==> src/rtl/tdpt_pkg.sv <==
// Package for the trial-division prime test block.
// Holds the default operand width, the output bus width and the command and
// status structs that join the controller and the datapath.
package tdpt_pkg;

  // Default candidate width in bits.
  localparam int WIDTH_DEF = 8;

  // The result channel carries one flag, padded to a whole byte.
  localparam int OUT_DATA_W = 8;

  // Commands from the controller to the datapath.
  typedef struct packed {
    logic load;       // Capture a new candidate and restart the divisor at two.
    logic start_div;  // Clear the remainder and point at the candidate's top bit.
    logic div_step;   // Retire one bit of the remainder calculation.
    logic next_div;   // Advance to the next divisor and its square.
  } ctrl_cmd_t;

  // Status from the datapath to the controller.
  typedef struct packed {
    logic lt_two;     // Candidate is zero or one.
    logic sq_gt_n;    // Square of the current divisor exceeds the candidate.
    logic rem_zero;   // Remainder of the last division is zero.
    logic div_last;   // The current division step handles the lowest bit.
  } dp_status_t;

endpackage

==> src/rtl/tdpt_ctrl.sv <==
// Controller of the trial-division prime test: the sequencing state machine
// and the output register of the result channel.
// Depends on tdpt_pkg for the command and status structs.
module tdpt_ctrl (
  input  logic                  clk,
  input  logic                  rst_n,
  input  logic                  in_tvalid,
  output logic                  in_tready,
  output logic                  out_tvalid,
  input  logic                  out_tready,
  output logic                  out_is_prime,
  output tdpt_pkg::ctrl_cmd_t   cmd,
  input  tdpt_pkg::dp_status_t  status
);

  localparam logic [2:0] ST_IDLE  = 3'd0;
  localparam logic [2:0] ST_CHECK = 3'd1;
  localparam logic [2:0] ST_DIV   = 3'd2;
  localparam logic [2:0] ST_TEST  = 3'd3;
  localparam logic [2:0] ST_DONE  = 3'd4;

  logic [2:0] state_r, state_nxt;
  logic       verdict_r, verdict_nxt;
  logic       out_valid_r, out_valid_nxt;
  logic       out_bit_r, out_bit_nxt;
  logic       out_free;

  assign in_tready    = (state_r == ST_IDLE);
  assign out_tvalid   = out_valid_r;
  assign out_is_prime = out_bit_r;
  assign out_free     = !out_valid_r || out_tready;

  // Next state, commands and the output register.
  always_comb begin
    state_nxt     = state_r;
    verdict_nxt   = verdict_r;
    out_valid_nxt = out_valid_r && !out_tready;
    out_bit_nxt   = out_bit_r;
    cmd           = '0;
    unique case (state_r)
      ST_IDLE: begin
        if (in_tvalid) begin
          cmd.load  = 1'b1;
          state_nxt = ST_CHECK;
        end
      end
      ST_CHECK: begin
        if (status.lt_two) begin
          verdict_nxt = 1'b0;
          state_nxt   = ST_DONE;
        end else if (status.sq_gt_n) begin
          // No divisor up to the square root divides the candidate.
          verdict_nxt = 1'b1;
          state_nxt   = ST_DONE;
        end else begin
          cmd.start_div = 1'b1;
          state_nxt     = ST_DIV;
        end
      end
      ST_DIV: begin
        cmd.div_step = 1'b1;
        if (status.div_last) begin
          state_nxt = ST_TEST;
        end
      end
      ST_TEST: begin
        if (status.rem_zero) begin
          verdict_nxt = 1'b0;
          state_nxt   = ST_DONE;
        end else begin
          cmd.next_div = 1'b1;
          state_nxt    = ST_CHECK;
        end
      end
      ST_DONE: begin
        // Hand the verdict to the output register once it is free.
        if (out_free) begin
          out_valid_nxt = 1'b1;
          out_bit_nxt   = verdict_r;
          state_nxt     = ST_IDLE;
        end
      end
      default: begin
        state_nxt = ST_IDLE;
      end
    endcase
  end

  // Control state with synchronous reset.
  always_ff @(posedge clk) begin
    if (!rst_n) begin
      state_r     <= ST_IDLE;
      out_valid_r <= 1'b0;
    end else begin
      state_r     <= state_nxt;
      out_valid_r <= out_valid_nxt;
    end
  end

  // Payload registers.
  always_ff @(posedge clk) begin
    verdict_r <= verdict_nxt;
    out_bit_r <= out_bit_nxt;
  end

endmodule

==> config.mk <==
export PLATFORM = sky130hd
export DESIGN_NAME = tdpt_ctrl
export DESIGN_NICKNAME = d
export VERILOG_FILES = /design/src/rtl/tdpt_pkg.sv /design/src/rtl/tdpt_ctrl.sv
export SDC_FILE = /design/constraint.sdc
export NUM_CORES = 1
export LEC_CHECK = 0
export ABC_AREA = 0
export CAP_MARGIN = 20
export CORE_AREA = 2 2 39 41
export DETAILED_ROUTE_END_ITERATION = 10
export DIE_AREA = 0 0 41 43
export DONT_BUFFER_PORTS = 1
export PLACE_DENSITY = 0.4
export SYNTH_ARGS = -nofsm -noshare
export SYNTH_HDL_FRONTEND = slang
export SYNTH_SLANG_ARGS = --single-unit
export TNS_END_PERCENT = 100
==> constraint.sdc <==
create_clock -name clk -period 1.2 [get_ports clk]
set_input_delay 0.06 -clock clk [delete_from_list [all_inputs] [get_ports clk]]
set_output_delay 0.06 -clock clk [all_outputs]
set_load 0.005 [all_outputs]
==> results of run 1 <==
-- cells by family after synthesis --
family                 synth area share (%)
and+or+nand+nor                        32.7
DFF                                    45.7
AOI/OAI and AO/OA                      12.2
muxes                                  3.27
buffers and inverters                  6.12
-- critical path, stage by stage (launching register included) --
cell and delay, ps:
dfxtp_2 400, nor2b_1 220, and2_1 180
-- where the power goes --
group	switching, µW	total, µW	internal [µW]
Sequential	13.7	236	223
Combinational	26.8	66.1	39.3
Clock	83.3	210	127
-- routing by layer --
layer	global-route usage [%]	vias up	wire length (µm)
met3	3.14	4	39
met5	0	-	0
met4	8.00	0	13
met2	11.3	10	308
li1	-	124	-
met1	10.0	117	259
-- Yosys cell counts (all sizes together) --
library cell  number
a221oi             1
nand2b             1
nor2b              3
and2               2
nor2               2
a21oi              1
edfxtp             2
nor3               2
nor3b              2
buf                1
dfxtp              4
inv                3
nand3b             1
o21a               1
nand2              2
o311ai             1
mux2i              1
a21boi             1
-- area by class of cell --
type                       count  area [µm²]
multi-input combinational     21         148
clock buffer                   4        26.3
fill                         157         983
sequential                     6         143
inverter                       3        11.3
tap                           16        20.0
timing repair buffer           6        52.6
-- registers in the layout (all words and copies together) (netlist names) --
| name | count |
|---|---|
| out_tvalid | 1 |
| state_r | 3 |
| verdict_r | 1 |
| out_is_prime | 1 |
-- stage by stage --
step | utilization [%] | worst slack, ps | power (µW) | instance area [µm²] | cells
global route | 28.9 | 21.6 | 531 | 400 | 56
CTS | 28.8 | 18.3 | 514 | 398 | 56
global placement | 24.7 | 45.2 | 295 | 342 | 49
finish | 28.9 | 103 | 512 | 400 | 56
floorplan | - | 119 | 279 | 307 | 31
detailed placement | 24.7 | 23.8 | 297 | 342 | 49
-- worst max-delay path by stage --
stage,end,slack (ps),cells after the start
6_report,cmd[2],100,2
5_1_grt,verdict_r,20,3
4_1_cts,cmd[2],20,2
3_5_place_dp,verdict_r,20,3
3_3_place_gp,verdict_r,50,3
2_1_floorplan,out_is_prime,120,3
-- layout by cell type (no fill, tap or decap), drive strengths merged, types with 2 or more instances in the layout --
cell type,netlist,routed
and2,2,2
buf,1,3
clkbuf,0,4
dfxtp,4,4
dlygate4sd3,0,3
edfxtp,2,2
inv,3,3
nand2,2,2
nor2,2,2
nor2b,3,3
nor3,2,2
nor3b,2,2
-- timing repair --
item | 4_1_cts | 5_1_grt
hold buffers | 3 | 0
setup endpoints to repair | 0 | 2
endpoints found under the hold margin | 5 | 0
resized for setup | 0 | 2
buffers inserted | 0 | 0
==> qor.txt, run 1 <==
Status = complete, no violations
Top cells by area, synth = dfxtp_1 (26%), edfxtp_1 (20%), nor3b_2 (8.2%)
Least-Margin Pin Slew = 300 ps
Ratio of cells with drive above 1 in the final layout = 27.5%
Maximum fanout along the worst path = 7
TritonRoute pass-1 iters = 2
Routed WL = 620 µm
Slew HR = 79.7%
RSZ-0062 raised after global routing = false
Total CTS buffers = 3
DR vias = 255
I/O pin total = 15
Final Skew = 5.45 ps
DIE WIDTH = 41 µm
Syn. warnings = 0
Setup CP Type = flop to primary output
Power per Cell Area = 1280 nW/µm²
Peak VDD IR = 415 µV
Arrival time of the worst setup path = 1040 ps
Worst Setup End Kind = primary output
Port bufs = 0
Post-synth net total = 39
Hold Path Class = input pin to flop
First-pass GRT wire length = 966 µm
DP HPWL = 488 µm
Largest net degree at the start of global routing = 9
Count of final setup violators = 0
Area leader, netlist = dfxtp_1
Vias in the first global route = 247
DIE AREA = 1760 µm²
Post-Syn Area = 307 µm²
Sequential share of the synthesized area = 45.7%
Post-route DRC = 0
Total gr overflow = 0
Initial core utilization = 22.2%
Max-cap violations = 0
NumNets Final = 49
Yosys cell types = 19
Antenna-violating nets left = 0
HP Start = in_tvalid
CTS tree = done
Worst-skew pair later-pin latency = 250 ps
#FFs+latches synth = 6
GP Congestion = 0.702
Min Tclk post-route = 1100 ps
Peak Freq = 912 MHz
Reg clk slew, reported paths = 50 ps
Core box area = 1380 µm²
Antenna Diode Count = 0
P_leak = 0.000159 µW
Die Y = 43 µm
Hold path endpoint = state_r[1]
Hold slack = 23.5 ps
Hold Violations, Final = 0
Via density = 4.55
Detailed router's first-iteration violation count = 5
Critical path origin = state_r[0]
Synth top area share = 26.1%
Setup TNS Final = 0 ps
Cells after synthesis = 31
Max Slew Vio Count = 0
Reg-to-Reg End = verdict_r
DR WL/cell = 11.1 µm
Fin crit share = 91.4%
Worst Path Required = 1140 ps
CTS H-tree lvls = 1
Reg2Reg Setup Slack = 110 ps
Antenna violations before repair = 0
Total track usage = 8.55%
CTS max path bufs = 2
Average footprint of a synthesized cell = 9.89 µm²
CTS Sinks = 6
Layout area overhead = 30.6%
Worst Reg-to-Reg Cells = 3
R2R Path Start = state_r[0]
Root buffer cell = clkbuf_4
Rows = 14
CP Launch Type = flop
Worst hold path depth = 2
Power figures use the tool's default switching activity.
==> run 2, diff against run 1 <==
--- a/config.mk
+++ b/config.mk
@@ -15,4 +15,3 @@
 export SYNTH_ARGS = -nofsm -noshare
 export SYNTH_HDL_FRONTEND = slang
 export SYNTH_SLANG_ARGS = --single-unit
-export TNS_END_PERCENT = 100
==> constraint.sdc (replaced) <==
create_clock -name clk -period 1.2 [get_ports clk]
set_input_delay 0.36 -clock clk [delete_from_list [all_inputs] [get_ports clk]]
set_output_delay 0.36 -clock clk [all_outputs]
set_load 0.005 [all_outputs]
==> run 2 against run 1 <==
- the flow now finishes with violations (setup timing)
- die area is the same
- cell area up 16%
- clock power decreased by 2%
- critical path depth unchanged
- register-to-register slack worse by 110 ps
- first-iteration DRC count is the same
- worst setup slack lost 210 ps
- cell count grew 1.8%
- highest routed layer unchanged
==> qor.txt, run 2 (synthesized netlist as in run 1, its figures left out) <==
Status = finished with violations
Failing checks = setup timing
# fillers = 140 (-11%)
Peak Freq = 764 MHz (-16%)
Maximum fanout along the worst path = 4 (-3)
CTS max path bufs = 2 (unchanged)
DP HPWL = 498 µm (+2.2%)
Via density = 4.49 (-1.4%)
Slew HR = 77.6% (-2.1 points)
GP Congestion = 0.704 (+0.26%)
Placed Cells incl. Taps = 49 (unchanged)
CTS Sinks = 6 (unchanged)
Delay-heaviest family, CP = flip-flops
Arrival time of the worst setup path = 950 ps (-90 ps)
DR WL/cell = 12.1 µm (+9.2%)
Biggest register = state_r
Total gr overflow = 0 (unchanged)
Worst Setup End Kind = primary output
Post-layout util = 33.5% (+4.5 points)
DIE AREA = 1760 µm² (unchanged)
Slowest stage delay, CP = 360 ps (-40 ps)
P_leak = 0.000179 µW (+12%)
CP Launch Type = flop
Critical path origin = state_r[0]
Max Slew Vio Count = 0 (unchanged)
Non-Filler Instances = 57 (+1.8%)
HP Start = rst_n
Peak VDD IR = 379 µV (-8.6%)
Metal3 WL = 31 µm (-21%)
Max-cap violations = 0 (unchanged)
Fin crit share = 109% (+18 points)
Antenna-violating nets left = 0 (unchanged)
Power per Cell Area = 1180 nW/µm² (-7.5%)
CTS tree = done
Root buffer cell = clkbuf_4
Reg2Reg Setup Slack = 0 ps (-110 ps)
Total track usage = 9.46% (+0.91 points)
I/O pin total = 15 (unchanged)
Routed WL = 689 µm (+11%)
Reg-to-Reg End = out_is_prime
Final Skew = 6.44 ps (+0.988 ps)
RSZ-0062 raised after global routing = true
Worst-skew pair later-pin latency = 250 ps (about the same)
Worst Reg-to-Reg Cells = 4 (+1)
Least-Margin Pin Slew = 331 ps (+31.0 ps)
Setup CP Type = flop to primary output
Detailed router's first-iteration violation count = 5 (unchanged)
Min Tclk post-route = 1310 ps (+213 ps)
Top Metal Used = met4
Most frequent cells in the layout = buf_4 (4), inv_1 (3), clkbuf_4 (3), buf_6 (3)
Rows = 14 (unchanged)
Largest register FFs = 3 (unchanged)
Wire length on met2 = 383 µm (+24%)
Port bufs = 0 (unchanged)
Most common cell after layout, fill and taps aside = buf_4
DR vias = 256 (+0.39%)
Hold slack = 230 ps (+206 ps)
Antenna Diode Count = 0 (unchanged)
Largest net degree at the start of global routing = 9 (unchanged)
Area after DPL = 342 µm² (unchanged)
Hold path endpoint = out_tvalid
Final WS setup = -110 ps (-213 ps)
Hold Path Class = input pin to flop
Metal-1 WL = 270 µm (+4.2%)
Vias in the first global route = 246 (-0.40%)
R2R Path Start = state_r[0]
Ratio of cells with drive above 1 in the final layout = 51.2% (+24 points)
TritonRoute pass-1 iters = 4 (+2)
Worst hold path depth = 1 (-1)
NumNets Final = 50 (+2.0%)
CP Cell Sequence = nor3_4 -> and2_4
Antenna violations before repair = 0 (unchanged)
First-pass GRT wire length = 1040 µm (+7.1%)
DIE WIDTH = 41 µm (unchanged)
Core box area = 1380 µm² (unchanged)
Reg clk slew, reported paths = 50 ps (about the same)
Worst path slowest cell = dfxtp_4
Hold Violations, Final = 0 (unchanged)
Post-route DRC = 0 (unchanged)
Worst Path Required = 840 ps (-300 ps)
CP bufs+invs = 0 (unchanged)
Initial core utilization = 22.2% (unchanged)
Total CTS buffers = 3 (unchanged)
Count of final setup violators = 6 (+6)
Die Y = 43 µm (unchanged)
Layout area overhead = 51.0%
Pre-CTS WS = 55.0 ps (+31.1 ps)
Final Instance Area = 463 µm² (+16%)
CTS H-tree lvls = 1 (unchanged)
-- run 2: cell type report --
class	count	area [µm²]	share of cell area, %
tap	16	20.0	4.32
inverter	3	11.3	2.43
sequential	6	149	32.2
clock buffer	4	26.3	5.68
multi-input combinational	21	193	41.6
timing repair buffer	7	63.8	13.8
-- run 2: how the worst max path moves through the flow --
stage	end	slack (ps)	cells after the start
2_1_floorplan	cmd[3]	3	3
3_3_place_gp	cmd[3]	60	2
3_5_place_dp	cmd[2]	50	2
4_1_cts	cmd[3]	-130	2
5_1_grt	cmd[3]	-150	2
6_report	cmd[3]	-110	2
-- run 2: power by group --
| part | internal, µW | total [µW] | leakage (µW) | switching (µW) |
|---|---|---|---|---|
| Clock | 126 | 206 | 0.0000150 | 79.6 |
| Sequential | 221 | 238 | 0.0000528 | 16.5 |
| Combinational | 67.3 | 105 | 0.000111 | 37.4 |
-- run 2: per-layer routing --
layer / track usage (%) / up-vias
met5: 0 / -
met3: 4.71 / 2
met2: 13.8 / 6
met4: 8.00 / 0
met1: 9.39 / 123
li1: - / 125
-- run 2: timing repair --
item	CTS	global route
pin swaps	6	5
hold buffers	0	0
buffers inserted	3	1
cloned	0	0
setup endpoints to repair	5	7
resized for setup	13	5
-- run 2: stage by stage --
step,TNS [ps],power [µW]
floorplan,0,279
global route,-797,574
finish,-442,548
CTS,-534,540
global placement,0,296
detailed placement,0,297
